$ cat src/sv/websocket_frame_deframer_assert.svh
// Assertion macros shared by the deframer modules.
// Each use checks on the rising edge of clock and is quiet while reset is high.
`ifndef WEBSOCKET_FRAME_DEFRAMER_ASSERT_SVH
`define WEBSOCKET_FRAME_DEFRAMER_ASSERT_SVH

// Consequent must hold in the same cycle as the antecedent
`define WSDF_ASSERT_NOW(lbl, ante, cons, msg) \
   lbl: assert property (@(posedge clock) disable iff (reset) (ante) |-> (cons)) \
      else $error(msg);

// Consequent must hold in the cycle after the antecedent
`define WSDF_ASSERT_NEXT(lbl, ante, cons, msg) \
   lbl: assert property (@(posedge clock) disable iff (reset) (ante) |=> (cons)) \
      else $error(msg);

`endif

$ cat src/sv/wsdf_pkg.sv
`default_nettype none

package wsdf_pkg;

   // Parser phase, one-hot
   typedef enum logic [8:0] {
      PH_HDR0  = 9'b000000001,
      PH_HDR1  = 9'b000000010,
      PH_EXT0  = 9'b000000100,
      PH_EXT1  = 9'b000001000,
      PH_MASK0 = 9'b000010000,
      PH_MASK1 = 9'b000100000,
      PH_MASK2 = 9'b001000000,
      PH_MASK3 = 9'b010000000,
      PH_DATA  = 9'b100000000
   } phase_type;

   // Result kinds
   localparam logic KIND_DATA  = 1'b0;
   localparam logic KIND_CLOSE = 1'b1;

   // Opcodes
   localparam logic [3:0] OP_CONT   = 4'h0;
   localparam logic [3:0] OP_BINARY = 4'h2;
   localparam logic [3:0] OP_CLOSE  = 4'h8;

   // Length codes in the second header byte
   localparam logic [6:0] LEN_EXT16  = 7'd126;
   localparam logic [6:0] LEN_EXT64  = 7'd127;

   // Close status codes
   localparam logic [15:0] CLOSE_NORMAL      = 16'd1000;
   localparam logic [15:0] CLOSE_UNSUPPORTED = 16'd1003;
   localparam logic [15:0] CLOSE_TOO_BIG     = 16'd1009;

   // One result transaction
   typedef struct packed {
      logic        valid;
      logic        kind;
      logic [7:0]  payload_byte;
      logic        frame_last;
      logic [15:0] close_code;
   } rsp_type;

endpackage

`default_nettype wire

$ cat src/sv/websocket_frame_deframer.sv
// A result is registered in the output register, or first in the skid register while rsp_stall holds it.
// Throughput: one byte per cycle while req_stall is low; the parser state and a two-entry output stage
// (result register plus skid register) set this, so bytes keep flowing while a result waits.
// req_stall rises only while the skid register is occupied.
// Reset (synchronous, active high) returns the parser to the first header byte
// and empties the output stage.
`default_nettype none

`include "websocket_frame_deframer_assert.svh"

module websocket_frame_deframer (
   input  wire logic        clock,
   input  wire logic        reset,
   input  wire logic        req_valid,
   output logic             req_stall,
   input  wire logic [7:0]  req_in_byte,
   output logic             rsp_valid,
   input  wire logic        rsp_stall,
   output logic             rsp_kind,
   output logic [7:0]       rsp_payload_byte,
   output logic             rsp_frame_last,
   output logic [15:0]      rsp_close_code
);
   import wsdf_pkg::*;

   logic    rsp_valid_ff,  rsp_valid_in;
   rsp_type rsp_ff,        rsp_in;
   logic    skid_valid_ff, skid_valid_in;
   rsp_type skid_ff,       skid_in;
   logic    req_take;
   logic    rsp_take;
   rsp_type new_res;

   assign req_stall = skid_valid_ff;
   assign req_take  = req_valid && !skid_valid_ff;
   assign rsp_take  = rsp_valid_ff && !rsp_stall;

   wsdf_parse u_parse (
      .clock   (clock),
      .reset   (reset),
      .step_en (req_take),
      .in_byte (req_in_byte),
      .result  (new_res)
   );

   // Steer a new result or the parked skid entry into the output register, or park a new result in the skid register
   always_comb begin
      rsp_valid_in  = rsp_valid_ff;
      rsp_in        = rsp_ff;
      skid_valid_in = skid_valid_ff;
      skid_in       = skid_ff;
      if (!rsp_valid_ff || rsp_take) begin
         if (skid_valid_ff) begin
            rsp_valid_in  = 1'b1;
            rsp_in        = skid_ff;
            skid_valid_in = 1'b0;
         end else begin
            rsp_valid_in = new_res.valid;
            rsp_in       = new_res;
         end
      end else if (new_res.valid) begin
         skid_valid_in = 1'b1;
         skid_in       = new_res;
      end
   end

   // Clear control state under reset
   always_ff @(posedge clock) begin
      if (reset) begin
         rsp_valid_ff  <= 1'b0;
         skid_valid_ff <= 1'b0;
      end else begin
         rsp_valid_ff  <= rsp_valid_in;
         skid_valid_ff <= skid_valid_in;
      end
   end

   // Payload registers
   always_ff @(posedge clock) begin
      rsp_ff  <= rsp_in;
      skid_ff <= skid_in;
   end

   assign rsp_valid        = rsp_valid_ff;
   assign rsp_kind         = rsp_ff.kind;
   assign rsp_payload_byte = rsp_ff.payload_byte;
   assign rsp_frame_last   = rsp_ff.frame_last;
   assign rsp_close_code   = rsp_ff.close_code;

   `WSDF_ASSERT_NOW(a_skid_needs_rsp, skid_valid_ff, rsp_valid_ff, "skid register full while output register empty")
   `WSDF_ASSERT_NEXT(a_skid_holds, skid_valid_ff && !rsp_take, skid_valid_ff, "skid transaction dropped while output stalled")
   `WSDF_ASSERT_NOW(a_close_fields, rsp_valid_ff && (rsp_ff.kind == KIND_CLOSE), (rsp_ff.payload_byte == 8'd0) && (rsp_ff.frame_last == 1'b0), "close transaction carries payload fields")
   `WSDF_ASSERT_NOW(a_data_fields, rsp_valid_ff && (rsp_ff.kind == KIND_DATA), rsp_ff.close_code == 16'd0, "payload transaction carries a close code")

endmodule

`default_nettype wire

$ cat src/sv/wsdf_parse.sv
`default_nettype none

`include "websocket_frame_deframer_assert.svh"

module wsdf_parse (
   input  wire logic             clock,
   input  wire logic             reset,
   input  wire logic             step_en,
   input  wire logic [7:0]       in_byte,
   output wsdf_pkg::rsp_type     result
);
   import wsdf_pkg::*;

   phase_type   phase_ff,        phase_in;
   logic [3:0]  frame_opcode_ff, frame_opcode_in;
   logic [15:0] frame_length_ff, frame_length_in;
   logic [15:0] bytes_seen_ff,   bytes_seen_in;
   logic [31:0] mask_key_ff,     mask_key_in;
   rsp_type     res;

   logic [15:0] seen_inc;
   logic        last_byte;
   logic        data_opcode;
   logic [7:0]  mask_byte;
   logic [7:0]  plain;

   // Pick the mask byte for this payload position
   always_comb begin
      case (bytes_seen_ff[1:0])
         2'd0:    mask_byte = mask_key_ff[31:24];
         2'd1:    mask_byte = mask_key_ff[23:16];
         2'd2:    mask_byte = mask_key_ff[15:8];
         default: mask_byte = mask_key_ff[7:0];
      endcase
   end

   assign plain       = in_byte ^ mask_byte;
   assign seen_inc    = bytes_seen_ff + 16'd1;
   assign last_byte   = (seen_inc == frame_length_ff);
   assign data_opcode = (frame_opcode_ff == OP_CONT) || (frame_opcode_ff == OP_BINARY);

   // Advance the parser by one byte
   always_comb begin
      phase_in        = phase_ff;
      frame_opcode_in = frame_opcode_ff;
      frame_length_in = frame_length_ff;
      bytes_seen_in   = bytes_seen_ff;
      mask_key_in     = mask_key_ff;
      res             = '0;

      case (phase_ff)
         PH_HDR1: begin
            if (in_byte[6:0] == LEN_EXT64) begin
               phase_in       = PH_HDR0;
               res.valid      = 1'b1;
               res.kind       = KIND_CLOSE;
               res.close_code = CLOSE_TOO_BIG;
            end else if (in_byte[6:0] == LEN_EXT16) begin
               phase_in = PH_EXT0;
            end else begin
               frame_length_in = {9'd0, in_byte[6:0]};
               phase_in        = PH_MASK0;
            end
         end
         PH_EXT0: begin
            frame_length_in = {in_byte, 8'h00};
            phase_in        = PH_EXT1;
         end
         PH_EXT1: begin
            frame_length_in = frame_length_ff | {8'h00, in_byte};
            phase_in        = PH_MASK0;
         end
         PH_MASK0, PH_MASK1, PH_MASK2, PH_MASK3: begin
            mask_key_in   = {mask_key_ff[23:0], in_byte};
            bytes_seen_in = 16'd0;
            if (phase_ff == PH_MASK0) begin
               phase_in = PH_MASK1;
            end else if (phase_ff == PH_MASK1) begin
               phase_in = PH_MASK2;
            end else if (phase_ff == PH_MASK2) begin
               phase_in = PH_MASK3;
            end else if (frame_length_ff == 16'd0) begin
               // Empty frame ends straight after the mask
               phase_in = PH_HDR0;
               if (!data_opcode) begin
                  res.valid      = 1'b1;
                  res.kind       = KIND_CLOSE;
                  res.close_code = (frame_opcode_ff == OP_CLOSE) ? CLOSE_NORMAL
                                                                  : CLOSE_UNSUPPORTED;
               end
            end else begin
               phase_in = PH_DATA;
            end
         end
         PH_DATA: begin
            bytes_seen_in = seen_inc;
            if (data_opcode) begin
               res.valid        = 1'b1;
               res.kind         = KIND_DATA;
               res.payload_byte = plain;
               res.frame_last   = last_byte;
            end else if (last_byte) begin
               res.valid      = 1'b1;
               res.kind       = KIND_CLOSE;
               res.close_code = (frame_opcode_ff == OP_CLOSE) ? CLOSE_NORMAL
                                                               : CLOSE_UNSUPPORTED;
            end
            if (last_byte) begin
               phase_in      = PH_HDR0;
               bytes_seen_in = 16'd0;
            end
         end
         default: begin
            // First header byte, and any stray phase code
            frame_opcode_in = in_byte[3:0];
            phase_in        = PH_HDR1;
         end
      endcase
   end

   assign result = step_en ? res : '0;

   // Update parser state on each accepted byte
   always_ff @(posedge clock) begin
      if (reset) begin
         phase_ff        <= PH_HDR0;
         frame_opcode_ff <= 4'h0;
         frame_length_ff <= 16'd0;
         bytes_seen_ff   <= 16'd0;
         mask_key_ff     <= 32'd0;
      end else if (step_en) begin
         phase_ff        <= phase_in;
         frame_opcode_ff <= frame_opcode_in;
         frame_length_ff <= frame_length_in;
         bytes_seen_ff   <= bytes_seen_in;
         mask_key_ff     <= mask_key_in;
      end
   end

   `WSDF_ASSERT_NEXT(a_last_to_header, result.valid && (result.kind == KIND_DATA) && result.frame_last, phase_ff == PH_HDR0, "last payload byte did not return to header")
   `WSDF_ASSERT_NEXT(a_close_to_header, result.valid && (result.kind == KIND_CLOSE), phase_ff == PH_HDR0, "close result did not return to header")
   `WSDF_ASSERT_NEXT(a_hold_when_idle, !step_en, $stable(phase_ff) && $stable(bytes_seen_ff), "parser state moved without a byte")

endmodule

`default_nettype wire

$ cat config.mk
export PLATFORM = sky130hd
export DESIGN_NAME = websocket_frame_deframer
export DESIGN_NICKNAME = d
export VERILOG_FILES = /design/src/sv/wsdf_pkg.sv /design/src/sv/websocket_frame_deframer.sv /design/src/sv/wsdf_parse.sv
export VERILOG_INCLUDE_DIRS = /design/src /design/src/sv
export SDC_FILE = /design/constraint.sdc
export NUM_CORES = 1
export LEC_CHECK = 0
export ABC_CLOCK_PERIOD_IN_PS = 4200
export BUFFER_PORTS_ARGS = -buffer_cell sky130_fd_sc_hd__buf_2
export CORE_MARGIN = 5
export CORE_UTILIZATION = 55
export DETAILED_ROUTE_END_ITERATION = 10
export GPL_TIMING_DRIVEN = 0
export PLACE_DENSITY = 0.79
export REMOVE_ABC_BUFFERS = 1
export SLEW_MARGIN = 15
export SYNTH_ARGS = -nofsm -noshare
export SYNTH_HDL_FRONTEND = slang
export SYNTH_SLANG_ARGS = --single-unit
$ cat constraint.sdc
create_clock -name clock -period 4.2 [get_ports clock]
set_clock_uncertainty 0.15 [all_clocks]
set_input_delay 0.21 -clock clock [delete_from_list [all_inputs] [get_ports clock]]
set_output_delay 0.21 -clock clock [all_outputs]
set_load 0.03 [all_outputs]
Yosys cells after proc, flatten, opt, wreduce, memory -nomap -nowiden
Cells that the tools add are included.

Register bits after elaboration: 131. Input bits: 12. Output and inout port bits: 28.

$add $sub $neg: 1. Equality and inequality tests: 18. Muxes and demuxes: 38. Bitwise gates (word level): 4. Reductions and logical operators: 21.

Operators with widths (number): $mux 16 (10); $pmux 16 s3 (2); $mux 9 (8); $pmux 9 s5 (1); $pmux 16 s2 (1); $mux 27 (1); $mux 26 (1); $pmux 8 s3 (1); $mux 2 (9); $add 16x1->16 const B (1); $eq 16x16->1 (1); $logic_not 16->1 (1); $or 16x8->16 (1); $eq 7x7->1 const B (2); $mux 10 (1); $reduce_and 2->1 (5); $eq 9x2->1 const B (1); $eq 9x3->1 const B (1); $eq 9x4->1 const B (1); $eq 9x5->1 const B (1); $eq 9x6->1 const B (1); $eq 9x7->1 const B (1); $eq 9x8->1 const B (1); $eq 9x9->1 const B (1); other kinds (22) (28).

Longest topological paths before layout
Gate-level depths: netlist of run 1.

Word-level depth: 10. Mapped depth: 11.

Cells and area by module
A second synthesis of run 1 with hierarchy kept.

Cell total of the unflattened synthesis: 584. Area total of the unflattened synthesis: 6237.2 µm².

By module, submodules not included: wsdf_parse (times used 1, cells an instance 495, area each 4199.0 µm², seq. area each 1541.5 µm²); websocket_frame_deframer (times used 1, cells an instance 89, area each 2038.2 µm², seq. area each 1601.5 µm²).

Worst setup path after synthesis of run 1
No wires, ideal clock.

Kind: reg-to-reg. Start point: register u_parse.bytes_seen_ff[1]. End point: register skid_ff[0] (netlist bit) (enable). Data arrival time: 3.301 ns. Data required time: 3.643 ns. Slack: 0.341 ns. Cell stages (with the launch flop): 10. Path through: dfxtp_1 > ha_1 > and4_1 > buf_4 > nand3_1 > or3_1 > a311oi_2 > o2111a_1 > o21ai_0 > a211oi_1.

Word-level cells in the longest chain between the ends: 7.

Ends and longest elaborated chain: start, declared (RTL line wsdf_parse.sv:17) `logic [15:0] bytes_seen_ff, bytes_seen_in;`; start signal, assigned (RTL line wsdf_parse.sv:135) `bytes_seen_ff <= bytes_seen_in;`; $add 16x1->16 (RTL line wsdf_parse.sv:38) `assign seen_inc = bytes_seen_ff + 16'd1;`; $eq 16x16->1 (RTL line wsdf_parse.sv:39) `assign last_byte = (seen_inc == frame_length_ff);`; $mux 2 (RTL line wsdf_parse.sv:102) `end else if (last_byte) begin`; $mux 2 (RTL line wsdf_parse.sv:97) `if (data_opcode) begin`; $pmux 2 s3 (RTL line wsdf_parse.sv:51) `case (phase_ff)`; $mux 27 (RTL line wsdf_parse.sv:121) `assign result = step_en ? res : '0;`; $reduce_and 2->1 (no source line); end signal, assigned (RTL line websocket_frame_deframer.sv:81) `skid_ff <= skid_in;`; end, declared (RTL line websocket_frame_deframer.sv:29) `rsp_type skid_ff, skid_in;`.

No other way between the ends. A chain may end at the register's enable or synchronous reset.

Worst setup path after layout of run 1
Start point: register u_parse.bytes_seen_ff[0]. End point: register skid_ff[21] (netlist bit) (enable).

Same word-level chain as after synthesis.

==> impl_metrics.env, run 1 <==
export IMPL_die_height_um=112
export IMPL_slew_headroom_pct=25.7
export IMPL_cts_setup_buffers=0
export IMPL_period_needed_ns=4.05
export IMPL_wirelength_um=13000
export IMPL_final_cell_mix="79 x dfxtp_1, 68 x nor2_1, 51 x nand2_1, 39 x mux2i_1, 31 x buf_2"
export IMPL_final_max_slew_viol_count=0
export IMPL_whs_path_depth=2
export IMPL_pre_cts_ws_ns=-0.172
export IMPL_critical_path_arrival_ns=4.00
export IMPL_worstSkewPairLatency_ns=0.38
export IMPL_clk_pin_slew_ns=0.11
export IMPL_num_vias=4783
export IMPL_synth_ff_type="dfxtp_1"
export IMPL_route_met2_wl_um=6040
export IMPL_dpl_cell_count=735
export IMPL_cp_required_ns=4.15
export IMPL_synth_edf_count=28
export IMPL_crit_path_max_fanout=24
export IMPL_rows=37
export IMPL_ys_ff_latch=107
export IMPL_status="finished, final reports clean"
export IMPL_finalCritPeriodShare_pct=96.5
export IMPL_tightest_slew_ns=1.11
export IMPL_power_frac_clock_pct=34.7
export IMPL_setup_ws_ns=0.147
export IMPL_synth_top_area_cell="dfxtp_1"
export IMPL_place_congestion=0.886
export IMPL_max_freq_ghz=0.247
export IMPL_whs_ns=0.0447
export IMPL_path_class="reg2reg"
export IMPL_internal_power_mw=1.32
export IMPL_p_leak_nw=2.20
export IMPL_layout_nets=630
export IMPL_gr_total_overflow=0
export IMPL_crit_path_end_kind="flip-flop"
export IMPL_slowest_delay_ns=0.62
export IMPL_drt_pass1_iterations=5
export IMPL_floorplan_initialDensity_pct=55.9
export IMPL_synth_area_top_cells="dfxtp_1 28%, edfxtp_1 15%, mux2i_1 6.8%, nor2_1 4.4%, xnor2_1 3.5%"
export IMPL_grt_pass1_vias=4319
export IMPL_wire_per_inst_um=17.3
export IMPL_tritoncts="built"
export IMPL_dieArea_um2=12600
export IMPL_cts_buffers=9
export IMPL_n_antenna_cell=0
export IMPL_ios=40
export IMPL_final_hold_viol_count=0
export IMPL_vdd_ir_drop_max_v=0.000214
export IMPL_crit_start="u_parse.bytes_seen_ff[0]"
export IMPL_setup_violations=0
export IMPL_h_tree_depth=3
export IMPL_crit_slowest_cell="dfxtp_1"
export IMPL_synth_top_area_share_pct=27.5
export IMPL_synthCells=622
export IMPL_maxCapViolCount=0
export IMPL_place_port_buffers=32
export IMPL_hold_path_class="in2reg"
export IMPL_drc_errors=0
export IMPL_worstPathCellList="ha_4 > and4_1 > nand3_1 > or3_1 > a311oi_2 > o2111a_1 > o21ai_0 > a211oi_4 > buf_6"
export IMPL_cts_max_path_buffers=2
export IMPL_drive_gt1_share_pct=11.6
export IMPL_final_common_cell="dfxtp_1"
export IMPL_grt_max_degree=76
export IMPL_areaGrowthSynthToFinish_pct=6.32
export IMPL_ant_nets=0
export IMPL_grtUsageTotal_pct=20.3
export IMPL_comb_power_share_pct=5.7
export IMPL_via_per_inst=6.34
export IMPL_crit_family="compound AO/OA/AOI/OAI gates"
export IMPL_min_from="req_in_byte[3]"
export IMPL_highest_layer="met4"
export IMPL_instances_no_fill=755
export IMPL_placed_area_um2=5830
export IMPL_switchingPower_uw=465
export IMPL_power_frac_seq_pct=59.6
export IMPL_hpwl_um=8990
export IMPL_antenna_found_initial=0
export IMPL_clock_root_buffer="clkbuf_8"
export IMPL_switching_share_pct=26.1
export IMPL_wl_met3_um=1010
export IMPL_synthArstFlopShare_pct=0
export IMPL_die_w_um=112
export IMPL_cts_sinks=107
export IMPL_path_depth=9
export IMPL_seq_area_frac_synth_pct=42.2
export IMPL_grt_pass1_wl_um=21200
export IMPL_critPathBufInv=1
export IMPL_yosysUniqueCellTypes=68
export IMPL_drt_initial_drc_count=510
export IMPL_fillers=890
export IMPL_rr_worst_depth=9
export IMPL_timing_rr_start="u_parse.bytes_seen_ff[0]"
export IMPL_synth_avg_cell_area_um2=9.23
export IMPL_powerDensity_nw_per_um2=292
export IMPL_syn_area_um2=5740
export IMPL_core_area_um2=10300
export IMPL_yosys_warnings=0
export IMPL_wl_met1_um=5720
export IMPL_critPathLaunchType="flip-flop"
export IMPL_final_area_um2=6110
synthesized netlist by cell type, types with 4 or more instances:
cell / count
a211oi_1: 4
a21o_1: 10
a21oi_1: 15
a222oi_1: 8
a22o_1: 13
a22oi_1: 8
a31oi_1: 4
and3_1: 7
and4b_1: 4
buf_2: 19
buf_4: 16
clkbuf_1: 27
dfxtp_1: 79
edfxtp_1: 28
ha_1: 4
inv_1: 8
mux2i_1: 39
nand2_1: 51
nand2b_1: 7
nand3_1: 18
nand4_1: 15
nor2_1: 68
nor2b_1: 7
nor3_1: 16
nor4_1: 12
nor4b_1: 12
o21ai_0: 27
o31ai_1: 4
or3_1: 6
xnor2_1: 23
xor2_1: 8
layer usage:
| metal | up-vias | global-route usage, % |
|---|---|---|
| li1 | 2264 | - |
| met1 | 2275 | 28.1 |
| met4 | 0 | 9.05 |
| met3 | 27 | 3.02 |
| met5 | - | 0 |
| met2 | 217 | 31.7 |
per-stage QoR:
step	total power [mW]	TNS (ns)	utilization, %
3_3_place_gp	1.18	-13.46	56.2
6_report	1.78	0	59.4
2_1_floorplan	1.14	-0.266	-
5_1_grt	1.84	-0.314	59.4
3_5_place_dp	1.18	-2.36	56.7
4_1_cts	1.79	0	59.0
path summary, 6_finish.rpt:
| kind | end | slack [ns] |
|---|---|---|
| max reg2reg | skid_ff[21] | 0.15 |
| min reg2reg | u_parse.frame_length_ff[13] | 0.35 |
| min | u_parse.frame_length_ff[3] | 0.04 |
| max | skid_ff[21] | 0.15 |
registers in the layout, summed over array words and instances (netlist names):
register                 flops
rsp_payload_byte             8
u_parse.mask_key_ff         32
rsp_valid                    1
rsp_close_code               4
u_parse.frame_opcode_ff      4
u_parse.bytes_seen_ff       16
req_stall                    1
rsp_frame_last               1
u_parse.phase_ff             9
u_parse.frame_length_ff     16
rsp_kind                     1
skid_ff                     14
power by group through the flow:
stage	combinational, mW	sequential [mW]	clock (mW)
floorplan	0.0569	1.09	0
global placement	0.0924	1.09	0
detailed placement	0.0954	1.09	0
CTS	0.0985	1.06	0.624
global route	0.108	1.06	0.667
finish	0.102	1.06	0.618
layout make-up:
class | instances | area [um2] | share of cell area [%]
Timing Repair Buffer | 38 | 241 | 3.95
Inverter | 8 | 30.0 | 0.492
Multi-Input combinational cell | 450 | 3050 | 49.9
Tap cell | 136 | 170 | 2.79
Clock buffer | 9 | 124 | 2.03
Sequential cell | 107 | 2420 | 39.7
Clock inverter | 7 | 68.8 | 1.13
cells by family (layout without fill, tap and decap cells):
logic type,Yosys count,count (layout),share of synthesized area (%)
xor+xnor,32,32,5.01
mux,39,39,6.80
simple gates,239,239,21.9
other cells,1,7,0.0653
buf+inv,71,62,6.10
compound gates,129,129,17.1
flops,107,107,42.2
fa+ha+maj,4,4,0.871
timing repair:
item	4_1_cts	5_1_grt
hold endpoints to repair	5	0
hold buffers	4	0
endpoints found under the setup margin	21	14
gates resized for setup	1	3
(Power assumes the default switching activity.)
==> run 2: changes to the inputs <==
--- a/config.mk
+++ b/config.mk
@@ -8,6 +8,7 @@
 export LEC_CHECK = 0
 export ABC_CLOCK_PERIOD_IN_PS = 4200
 export BUFFER_PORTS_ARGS = -buffer_cell sky130_fd_sc_hd__buf_2
+export CORE_ASPECT_RATIO = 1.5
 export CORE_MARGIN = 5
 export CORE_UTILIZATION = 55
 export DETAILED_ROUTE_END_ITERATION = 10
==> run 2 against run 1 <==
Non-clock buffer count unchanged. Critical path depth unchanged. Hold slack got worse by 0.029 ns. Clock power increased by 30%. Via count decreased by 1.3%. Register-to-register slack improved by 0.08 ns. Utilization increased by 1.2 points. Sequential power about the same. Flip-flop and latch count unchanged.
==> impl_metrics.env, run 2 (synthesis gave the netlist of run 1 again) <==
export IMPL_status="finished, final reports clean"
export IMPL_finalCritPeriodShare_pct=94.5
export IMPL_clk_pin_slew_ns=0.07
export IMPL_crit_family="compound AO/OA/AOI/OAI gates"
export IMPL_place_congestion=0.947
export IMPL_cts_buffers=9
export IMPL_vdd_ir_drop_max_v=0.000336
export IMPL_antenna_found_initial=0
export IMPL_drc_errors=0
export IMPL_path_class="reg2reg"
export IMPL_areaGrowthSynthToFinish_pct=7.56
export IMPL_slew_headroom_pct=31.8
export IMPL_rsz0062_at_grt="false"
export IMPL_die_height_um=135
export IMPL_ios=40
export IMPL_tightest_slew_ns=1.02
export IMPL_final_cell_mix="79 x dfxtp_1, 68 x nor2_1, 51 x nand2_1, 39 x mux2i_1, 31 x buf_2"
export IMPL_slowest_delay_ns=0.57
export IMPL_maxCapViolCount=0
export IMPL_drt_pass1_iterations=5
export IMPL_crit_path_max_fanout=24
export IMPL_cts_max_path_buffers=2
export IMPL_dieArea_um2=12600
export IMPL_period_needed_ns=3.97
export IMPL_final_common_cell="dfxtp_1"
export IMPL_drive_gt1_share_pct=11.8
export IMPL_worstSkewPairLatency_ns=0.36
export IMPL_drt_initial_drc_count=493
export IMPL_tritoncts="built"
export IMPL_post_route_util_pct=60.6
export IMPL_setup_violations=0
export IMPL_critical_path_arrival_ns=3.88
export IMPL_n_antenna_cell=0
export IMPL_place_port_buffers=32
export IMPL_die_w_um=93.4
export IMPL_top_register="u_parse.mask_key_ff"
export IMPL_ant_nets=0
export IMPL_floorplan_initialDensity_pct=56.4
export IMPL_crit_path_end_kind="flip-flop"
export IMPL_final_area_um2=6180
export IMPL_wirelength_um=13300
export IMPL_r2r_slack_ns=0.23
export IMPL_hpwl_um=9260
export IMPL_final_max_slew_viol_count=0
export IMPL_final_hold_viol_count=0
export IMPL_power_mw=1.97
export IMPL_hold_path_class="in2reg"
export IMPL_grt_max_degree=76
export IMPL_setup_ws_ns=0.232
export IMPL_rows=45
export IMPL_via_per_inst=6.21
export IMPL_layout_nets=630
export IMPL_max_freq_ghz=0.252
export IMPL_grt_pass1_vias=4437
export IMPL_reg_top3="u_parse.mask_key_ff (32), u_parse.bytes_seen_ff (16), u_parse.frame_length_ff (16)"
export IMPL_p_leak_nw=2.23
export IMPL_powerDensity_nw_per_um2=318
export IMPL_largest_register_ffs=32
export IMPL_critPathBufInv=1
export IMPL_core_area_um2=10200
export IMPL_crit_slowest_cell="dfxtp_1"
export IMPL_clock_root_buffer="clkbuf_16"
export IMPL_grtUsageTotal_pct=21.5
export IMPL_pre_cts_ws_ns=-0.232
export IMPL_critPathLaunchType="flip-flop"
export IMPL_grt_pass1_wl_um=21800
export IMPL_gr_total_overflow=0
export IMPL_cts_sinks=107
export IMPL_placed_area_um2=5830
export IMPL_h_tree_depth=3
export IMPL_num_vias=4723
export IMPL_worstPathCellList="ha_4 > and4_1 > nand3_1 > or3_1 > a311oi_2 > o2111a_1 > o21ai_0 > a211oi_2 > buf_4"
export IMPL_cp_required_ns=4.11
export IMPL_wire_per_inst_um=17.5
run 2: changes by cell type in the layout (fill, tap and decap cells not counted), sizes merged:
| cell | delta |
|---|---|
| clkbuf | +1 |
| dlygate4sd3 | -3 |
| buf | +3 |
| clkinv | -1 |
| clkinvlp | +2 |
| inv | -2 |
run 2: timing repair:
action,in CTS,in global routing
pin swaps,0,1
endpoints found under the setup margin,16,14
endpoints found under the hold margin,1,0
buffers inserted,0,3
gates resized for setup,1,2
hold buffers,1,0
gates cloned,0,0
run 2: layer usage:
metal	track usage, %	vias up	wire [um]
met5	0	-	0
met4	9.54	0	374
met3	4.56	27	660
met2	35.9	148	6780
met1	26.4	2297	5520
li1	-	2251	-
run 2: power breakdown:
group | total (mW) | switching (mW) | internal [mW]
clock network | 0.805 | 0.397 | 0.408
registers | 1.06 | 0.00718 | 1.06
logic | 0.0979 | 0.0698 | 0.0281
total | 1.97 | 0.474 | 1.49
run 2: layout make-up:
| type | instances | area (um2) |
|---|---|---|
| well taps | 141 | 176 |
| inverters | 8 | 30.0 |
| multi-input cells | 450 | 3040 |
| fillers | 831 | 4010 |
| flip-flops and latches | 107 | 2420 |
| repair buffers | 38 | 230 |
| clock inverters | 6 | 47.5 |
| clock buffers | 10 | 229 |
run 2: worst paths after layout:
| path | from | end | depth (start not counted) |
|---|---|---|---|
| max | u_parse.bytes_seen_ff[0] | skid_ff[24] | 9 |
| min | req_in_byte[7] | u_parse.frame_length_ff[15] | 2 |
| max reg2reg | u_parse.bytes_seen_ff[0] | skid_ff[24] | 9 |
| min reg2reg | u_parse.mask_key_ff[31] | u_parse.mask_key_ff[31] | 2 |
run 2: through the flow:
| stage | instances | hold slack (ns) | setup TNS (ns) |
|---|---|---|---|
| 2_1_floorplan | 565 | 0.129 | -0.266 |
| 3_3_place_gp | 738 | 0.323 | -12.63 |
| 3_5_place_dp | 740 | 0.341 | -2.06 |
| 4_1_cts | 757 | 0.0114 | 0 |
| 5_1_grt | 760 | 0.0153 | 0 |
| 6_report | 760 | 0.0160 | 0 |
